[src/sv/hbs_pkg.sv]
// ----------------------------------------------------------------------------
// hbs_pkg
// Types, constants and hash helpers of the hashed backend selector.
// ----------------------------------------------------------------------------
package hbs_pkg;

  // Table geometry
  localparam int unsigned IndexBits  = 13;
  localparam int unsigned TableDepth = 1 << IndexBits;

  // Item actions
  localparam logic ActWrite  = 1'b0;
  localparam logic ActSelect = 1'b1;

  // Register indexes on the configuration port
  localparam logic [1:0] RegSticky    = 2'd0;
  localparam logic [1:0] RegLeastConn = 2'd1;
  localparam logic [1:0] RegWeight    = 2'd2;
  localparam logic [1:0] RegDefcon    = 2'd3;

  // Defcon handling
  localparam logic [2:0] DefconDefault = 3'd5;
  localparam logic [2:0] DefconSave    = 3'd4;

  typedef struct packed {
    logic        action;
    logic [31:0] src_addr;
    logic [31:0] dst_addr;
    logic [15:0] src_port;
    logic [15:0] dst_port;
    logic        is_tcp;
    logic [12:0] entry_index;
    logic [7:0]  entry_value;
  } hbs_in_t;

  typedef struct packed {
    logic [7:0] backend;
    logic       found;
    logic       by_least_conns;
  } hbs_out_t;

  typedef struct packed {
    logic       sticky;
    logic [7:0] least_conns_backend;
    logic [7:0] weight;
    logic [2:0] defcon_level;
  } hbs_cfg_t;

  // Table access issued by the hash pipeline
  typedef struct packed {
    logic                 valid;
    logic                 select;
    logic [IndexBits-1:0] addr;
    logic [7:0]           value;
    logic                 over;
  } hbs_lookup_t;

  // One sdbm step on 16 bits: h*65599 + c reduces to h*63 + c
  function automatic logic [15:0] hash_byte(logic [15:0] h, logic [7:0] c);
    logic [15:0] sh;
    sh = {h[9:0], 6'b0};
    return sh - h + {8'h00, c};
  endfunction

  // Four bytes, most significant first
  function automatic logic [15:0] hash_word(logic [15:0] h, logic [31:0] v);
    logic [15:0] acc;
    acc = h;
    for (int i = 3; i >= 0; i--) begin
      acc = hash_byte(acc, v[8*i +: 8]);
    end
    return acc;
  endfunction

  // 0 and out-of-range levels count as the default
  function automatic logic [2:0] effective_defcon(logic [2:0] d);
    if ((d == 3'd0) || (d > DefconDefault)) begin
      return DefconDefault;
    end
    return d;
  endfunction

endpackage

[src/sv/hbs_hash.sv]
// ----------------------------------------------------------------------------
// hbs_hash
// Three-stage sdbm pipeline over the twelve tuple bytes; issues the table
// access (write entry or read slot) in item order from its last stage.
// ----------------------------------------------------------------------------
module hbs_hash (
  input  logic                clk_i,
  input  logic                rst_ni,
  input  logic                accept_i,
  input  hbs_pkg::hbs_in_t    item_i,
  input  hbs_pkg::hbs_cfg_t   cfg_i,
  output hbs_pkg::hbs_lookup_t lookup_o
);
  import hbs_pkg::*;

  logic        a_valid_q, b_valid_q;
  hbs_in_t     a_item_q, b_item_q;
  logic [15:0] a_hash_q, b_hash_q;
  logic [15:0] a_hash_d, b_hash_d, c_hash;
  logic [31:0] ports;
  logic        over;

  // Stage A: source address bytes
  assign a_hash_d = hash_word(16'h0000, item_i.src_addr);
  // Stage B: destination address bytes
  assign b_hash_d = hash_word(a_hash_q, a_item_q.dst_addr);

  always_ff @(posedge clk_i or negedge rst_ni) begin
    if (!rst_ni) begin
      a_valid_q <= 1'b0;
      b_valid_q <= 1'b0;
    end else begin
      a_valid_q <= accept_i;
      b_valid_q <= a_valid_q;
    end
  end

  always_ff @(posedge clk_i) begin
    a_item_q <= item_i;
    a_hash_q <= a_hash_d;
    b_item_q <= a_item_q;
    b_hash_q <= b_hash_d;
  end

  // Stage C: port bytes, zeroed in sticky mode
  assign ports  = cfg_i.sticky ? 32'h0 : {b_item_q.src_port, b_item_q.dst_port};
  assign c_hash = hash_word(b_hash_q, ports);

  // Least-connections override decision
  assign over = b_item_q.is_tcp
             && (cfg_i.least_conns_backend != 8'h00)
             && (c_hash[7:0] < cfg_i.weight)
             && (effective_defcon(cfg_i.defcon_level) >= DefconSave);

  // Table access for this transaction
  always_comb begin
    lookup_o.valid  = b_valid_q;
    lookup_o.select = (b_item_q.action == ActSelect);
    lookup_o.value  = b_item_q.entry_value;
    lookup_o.over   = over;
    if (b_item_q.action == ActSelect) begin
      lookup_o.addr = c_hash[IndexBits-1:0];
    end else begin
      lookup_o.addr = IndexBits'(b_item_q.entry_index);
    end
  end

endmodule

[config.mk]
export PLATFORM = sky130hd
export DESIGN_NAME = hbs_hash
export DESIGN_NICKNAME = d
export VERILOG_FILES = /design/src/sv/hbs_pkg.sv /design/src/sv/hbs_hash.sv
export SDC_FILE = /design/constraint.sdc
export NUM_CORES = 1
export LEC_CHECK = 0
export ABC_AREA = 1
export BUFFER_PORTS_ARGS = -buffer_cell sky130_fd_sc_hd__buf_2
export CAP_MARGIN = 25
export CORE_ASPECT_RATIO = 1.25
export CORE_MARGIN = 5
export CORE_UTILIZATION = 35
export CTS_BUF_LIST = sky130_fd_sc_hd__clkbuf_4 sky130_fd_sc_hd__clkbuf_8
export DETAILED_ROUTE_END_ITERATION = 12
export HOLD_SLACK_MARGIN = 0.1
export PLACE_DENSITY = 0.52
export SYNTH_ARGS = -nofsm -noshare
export SYNTH_HDL_FRONTEND = slang
export SYNTH_SLANG_ARGS = --single-unit
[constraint.sdc]
create_clock -name clk_i -period 12.49 [get_ports clk_i]
set_input_delay 2.498 -clock clk_i [delete_from_list [all_inputs] [get_ports clk_i]]
set_output_delay 2.498 -clock clk_i [all_outputs]
set_load 0.05 [all_outputs]
==> results of run 1 <==
## how the worst min path moves through the flow
stage | from | to | slack [ps]
2_1_floorplan | a_item_q[10]$_DFF_P_ | b_item_q[10]$_DFF_P_ | 310
3_3_place_gp | a_item_q[11]$_DFF_P_ | b_item_q[11]$_DFF_P_ | 310
3_5_place_dp | a_item_q[13]$_DFF_P_ | b_item_q[13]$_DFF_P_ | 310
4_1_cts | a_item_q[36]$_DFF_P_ | b_item_q[36]$_DFF_P_ | 320
5_1_grt | a_item_q[36]$_DFF_P_ | b_item_q[36]$_DFF_P_ | 340
6_report | a_item_q[36]$_DFF_P_ | b_item_q[36]$_DFF_P_ | 320
## Yosys cell counts (all sizes together) (8+ instances only)
master and number:
fa 33, a21oi 103, ha 234, nand4 8
xor2 65, o21ai 45, inv 277, nand2 250
dfxtp 168, nor3 9, nand3 62, nor2 65
xnor2 40, buf 12
## kinds of logic after synthesis
logic type / after synthesis / share of synthesized area (%)
AO/OA/AOI/OAI: 188 / 9.11
buffers and inverters: 295 / 9.64
AND/OR/NAND/NOR: 403 / 14.6
flip-flops: 170 / 28.6
adder cells (fa/ha/maj): 267 / 30.1
XOR/XNOR: 105 / 7.96
## flip-flops by register name, indices dropped and copies added (netlist names)
register   flops
a_hash_q      13
a_item_q      87
a_valid_q      1
b_hash_q      13
b_item_q      46
b_valid_q      1
lookup_o       9
## layer usage
layer / wire length [um] / share of wire (%) / vias up / track usage, %
met5: 38 / 0.15 / - / 0
met4: 589 / 2.3 / 4 / 5.27
met3: 941 / 3.7 / 38 / 3.00
met2: 12900 / 51 / 138 / 25.9
met1: 11000 / 43 / 4099 / 15.9
li1: - / - / 4926 / -
## through the flow
stage | cells | hold slack [ps] | util, %
2_1_floorplan | 1428 | 310 | -
3_3_place_gp | 2002 | 310 | 39.3
3_5_place_dp | 2002 | 312 | 39.3
4_1_cts | 2034 | 320 | 40.6
5_1_grt | 2034 | 338 | 40.6
6_report | 2034 | 317 | 40.6
## timing repair
item,in CTS,in global routing
setup endpoints to repair,0,2
hold buffers,0,0
gates resized for setup,0,1
## final cells by class
type | count | share of cell area (%)
timing repair buffer | 167 | 6.19
multi-input combinational | 963 | 54.1
inverter | 279 | 7.69
tap | 423 | 3.88
clock buffer | 19 | 1.83
sequential | 170 | 25.0
clock inverter | 13 | 1.30
==> impl_metrics.py, run 1 <==
metrics = {
    "outcome": {
        "status": "complete, no violations",
    },
    "synthesis": {
        "synth_cell_types": 44,
        "synth-async-reset-ratio_pct": 1.18,
        "synth_edf_count": 0,
        "syn_inst": 1428,
        "yosys_warnings": 0,
        "ys_top_cells_by_area": "dfxtp_1, ha_1, inv_1",
        "synth_seq_area_share_pct": 28.6,
        "ys_ff_latch": 170,
        "yosysTopAreaCell": "dfxtp_1",
        "syn_area_per_cell_sq_um": 8.35,
        "synth_top_area_share_pct": 28.2,
        "synth_nets": 1837,
        "ys.flop_type": "dfxtp_1",
        "synth_area_sq_um": 11900,
    },
    "finish": {
        "multiInputGateArea_sq_um": 7370,
        "postLayoutCellArea_sq_um": 13600,
        "diodes": 0,
        "nFillCells": 3517,
        "final_common_cell": "inv_1",
        "layout_common_cells": "inv_1, ha_1, nand2_1, dfxtp_1, buf_2",
        "final_nets": 2007,
        "area.sequential_sq_um": 3410,
        "area_growth_pct": 14.2,
        "drive_gt1_share_pct": 15.2,
    },
    "timing": {
        "setup_ws_ps": 639,
        "worst_slew_pin_slew_ps": 511,
        "finalCritPeriodShare_pct": 94.9,
        "setup_violations": 0,
        "rsz0062_at_grt": "no",
        "slew_headroom_pct": 65.7,
        "fmax_ghz": 0.0844,
        "fin_worst_skew_ps": 15.8,
        "drv_slew": 0,
        "min_period_ps": 11850,
        "final.setup.tns_ps": 0,
        "hold_violations": 0,
    },
    "routing": {
        "vias": 9205,
        "avgViaCountPerCell": 4.53,
        "drc_errors": 0,
        "avgRoutedWirePerCell_um": 12.5,
        "finalWirelength_um": 25400,
        "ant_nets": 0,
        "drt-initial-drc-count": 294,
        "dr.pass1.iters": 5,
    },
    "clocking": {
        "cts_sinks": 170,
        "cts_root_buf": "clkbuf_8",
        "path_clk_slew_ps": 100,
        "clockBufferDepth": 2,
        "clk_latency_ps": 500,
        "cts_tree": "yes",
        "post_cts_buffers": 0,
        "cts_buffers": 17,
        "cts_max_level": 4,
    },
    "critical_path": {
        "arrival_ps": 9350,
        "critPathLaunchType": "input port",
        "crit_type": "input port to output port",
        "required_ps": 9990,
        "path_max_fanout": 22,
        "endpoint": "lookup_o[0]",
        "crit_top_cell": "ha_1",
        "r2r_setup_slack_ps": 6000,
        "path_delay_family": "adder cells",
        "timing.rr.start": "a_hash_q[1]$_DFF_P_",
        "critPathCaptureType": "output port",
        "ff2ff_path_depth": 29,
        "critPathBufInv": 6,
        "rr_endpoint": "b_hash_q[12]$_DFF_P_",
        "crit_slowest_cell": "fa_1",
        "slowest_delay_ps": 540,
        "cp.depth": 31,
        "startpoint": "cfg_i[19]",
    },
    "floorplanning": {
        "start_util_pct": 35.5,
        "die_w_um": 175,
        "rows": 75,
        "core-area_sq_um": 33600,
        "dieArea_sq_um": 37900,
        "die_h_um": 216,
        "ios": 166,
    },
    "hold_path": {
        "holdPathStages": 0,
        "worstHoldPathType": "flip-flop to flip-flop",
    },
    "global_route": {
        "overflow": 0,
        "grt_max_degree": 23,
        "grt_pass1_vias": 9635,
        "grt_pass1_wl_um": 43400,
        "grt.total_usage_pct": 14.1,
        "antenna_found_initial": 2,
    },
    "placed_design": {
        "numPortBuffers": 165,
        "post-place-ws_ps": 459,
        "dp_hpwl_um": 22000,
        "placed_area_sq_um": 13200,
        "gp_congestion": 0.842,
    },
    "job": {
        "max_cap_violations": 0,
    },
}
Power of run 1 is not shown: default switching activity piles up to over one toggle a cycle in this logic, so the estimate is an artifact.
==> run 2: changes to the inputs <==
--- a/config.mk
+++ b/config.mk
@@ -6,15 +6,14 @@
 export NUM_CORES = 1
 export LEC_CHECK = 0
 export ABC_AREA = 1
-export BUFFER_PORTS_ARGS = -buffer_cell sky130_fd_sc_hd__buf_2
 export CAP_MARGIN = 25
-export CORE_ASPECT_RATIO = 1.25
 export CORE_MARGIN = 5
 export CORE_UTILIZATION = 35
 export CTS_BUF_LIST = sky130_fd_sc_hd__clkbuf_4 sky130_fd_sc_hd__clkbuf_8
 export DETAILED_ROUTE_END_ITERATION = 12
+export DONT_BUFFER_PORTS = 1
 export HOLD_SLACK_MARGIN = 0.1
-export PLACE_DENSITY = 0.52
+export PLACE_DENSITY = 0.48
 export SYNTH_ARGS = -nofsm -noshare
 export SYNTH_HDL_FRONTEND = slang
 export SYNTH_SLANG_ARGS = --single-unit
==> impl_metrics.py, run 2 (synthesis gave the netlist of run 1 again) <==
metrics = {
    "critical_path": {
        "critPathCaptureType": "output port",
        "slowest_delay_ps": 550,
        "crit_type": "input port to output port",
        "arrival_ps": 8930,
        "crit_top_cell": "ha_1",
        "crit_slowest_cell": "fa_1",
        "required_ps": 9990,
        "critPathLaunchType": "input port",
        "path_max_fanout": 22,
    },
    "finish": {
        "final_common_cell": "inv_1",
        "largestRegisters": "a_item_q: 87 flops, b_item_q: 46 flops",
        "fin_util_pct": 38.2,
        "regMostFlops": "a_item_q",
        "drive_gt1_share_pct": 5.66,
        "area_growth_pct": 7.57,
        "multiInputGateArea_sq_um": 7370,
        "final_nets": 1844,
        "nFillCells": 3453,
        "area.sequential_sq_um": 3410,
        "largest_reg_flops": 87,
        "postLayoutCellArea_sq_um": 12800,
        "layout_common_cells": "inv_1, ha_1, nand2_1, dfxtp_1, a21oi_1",
    },
    "global_route": {
        "grt.total_usage_pct": 13.7,
        "grt_pass1_wl_um": 42200,
        "overflow": 0,
        "grt_pass1_vias": 8705,
        "grt_max_degree": 23,
        "antenna_found_initial": 4,
    },
    "timing": {
        "fin_worst_skew_ps": 6.94,
        "setup_violations": 0,
        "hold_violations": 0,
        "worst_slew_pin_slew_ps": 988,
        "drv_slew": 0,
        "slew_headroom_pct": 33.7,
        "min_period_ps": 11420,
        "final.setup.tns_ps": 0,
        "fmax_ghz": 0.0875,
        "rsz0062_at_grt": "no",
        "finalCritPeriodShare_pct": 91.5,
    },
    "clocking": {
        "clockBufferDepth": 2,
        "cts_hold_buf": 0,
        "cts_tree": "yes",
        "cts_max_level": 4,
        "clk_latency_ps": 470,
        "path_clk_slew_ps": 90,
        "cts_resized": 0,
        "cts_root_buf": "clkbuf_8",
        "post_cts_buffers": 0,
        "cts_buffers": 17,
        "cts_sinks": 170,
    },
    "hold_path": {
        "worstHoldPathType": "flip-flop to flip-flop",
    },
    "placed_design": {
        "numPortBuffers": 0,
        "gp_congestion": 0.873,
        "placed_area_sq_um": 12400,
        "dp_hpwl_um": 22300,
    },
    "floorplanning": {
        "die_h_um": 195,
        "die_w_um": 195,
        "core-area_sq_um": 33600,
        "ios": 166,
        "start_util_pct": 35.5,
        "rows": 67,
        "dieArea_sq_um": 37900,
    },
    "job": {
        "max_cap_violations": 0,
    },
    "routing": {
        "ant_nets": 0,
        "drc_errors": 0,
        "dr.pass1.iters": 4,
        "avgViaCountPerCell": 4.52,
        "vias": 8571,
        "avgRoutedWirePerCell_um": 13.4,
        "drt-initial-drc-count": 262,
        "finalWirelength_um": 25500,
    },
    "outcome": {
        "status": "complete, no violations",
    },
}
run 2: cell count changes in the layout (fill, tap and decap cells not counted):
cell	change
inv_6	-1
clkbuf_8	+2
bufinv_16	-2
clkinv_2	-1
clkbuf_4	-3
o21ai_1	+5
clkinv_8	+1
buf_4	+2
clkinv_4	+2
inv_8	+1
diode_2	+2
buf_2	-164
o21ai_0	-5
run 2: layout make-up:
cell class / count / area share, %
inverters: 279 / 8.16
flip-flops and latches: 170 / 26.6
clock buffers: 19 / 2.04
multi-input cells: 963 / 57.4
repair buffers: 4 / 0.234
clock inverters: 13 / 1.16
diodes: 2 / 0.0390
well taps: 448 / 4.37
run 2: layer usage:
metal	track usage (%)	wire (um)
met3	2.74	747
met1	17.8	12300
met4	3.46	342
met2	23.4	12200
met5	0	7
run 2: final timing paths:
kind	depth (start not counted)	startpoint	slack (ps)	endpoint
max	32	cfg_i[19]	1070	lookup_o[0]
min	0	a_item_q[3]$_DFF_P_	330	lookup_o[4]$_DFF_P_
max reg2reg	26	a_hash_q[1]$_DFF_P_	6010	b_hash_q[10]$_DFF_P_
min reg2reg	0	a_item_q[3]$_DFF_P_	330	lookup_o[4]$_DFF_P_
max in group asynchronous	0	rst_ni	10710	a_valid_q$_DFF_PN0_
min in group asynchronous	0	rst_ni	1710	b_valid_q$_DFF_PN0_
run 2: through the flow:
| step | std cells | hold WS [ps] | setup slack (ps) |
|---|---|---|---|
| 2_1_floorplan | 1428 | 310 | 1000 |
| 3_3_place_gp | 1864 | 310 | 1190 |
| 3_5_place_dp | 1864 | 312 | 1020 |
| 4_1_cts | 1896 | 331 | 1010 |
| 5_1_grt | 1896 | 344 | 409 |
| 6_report | 1898 | 328 | 1070 |
run 2: critical path: cells and delay by family:
family                     cells  cell delay [ps]
buffers and inverters          7              610
xor gates and xnor gates       2              400
adders and majority gates     10             3460
AOI/OAI and AO/OA              5             1020
and+or+nand+nor                8              920
Power of run 2 is left out for the same reason.
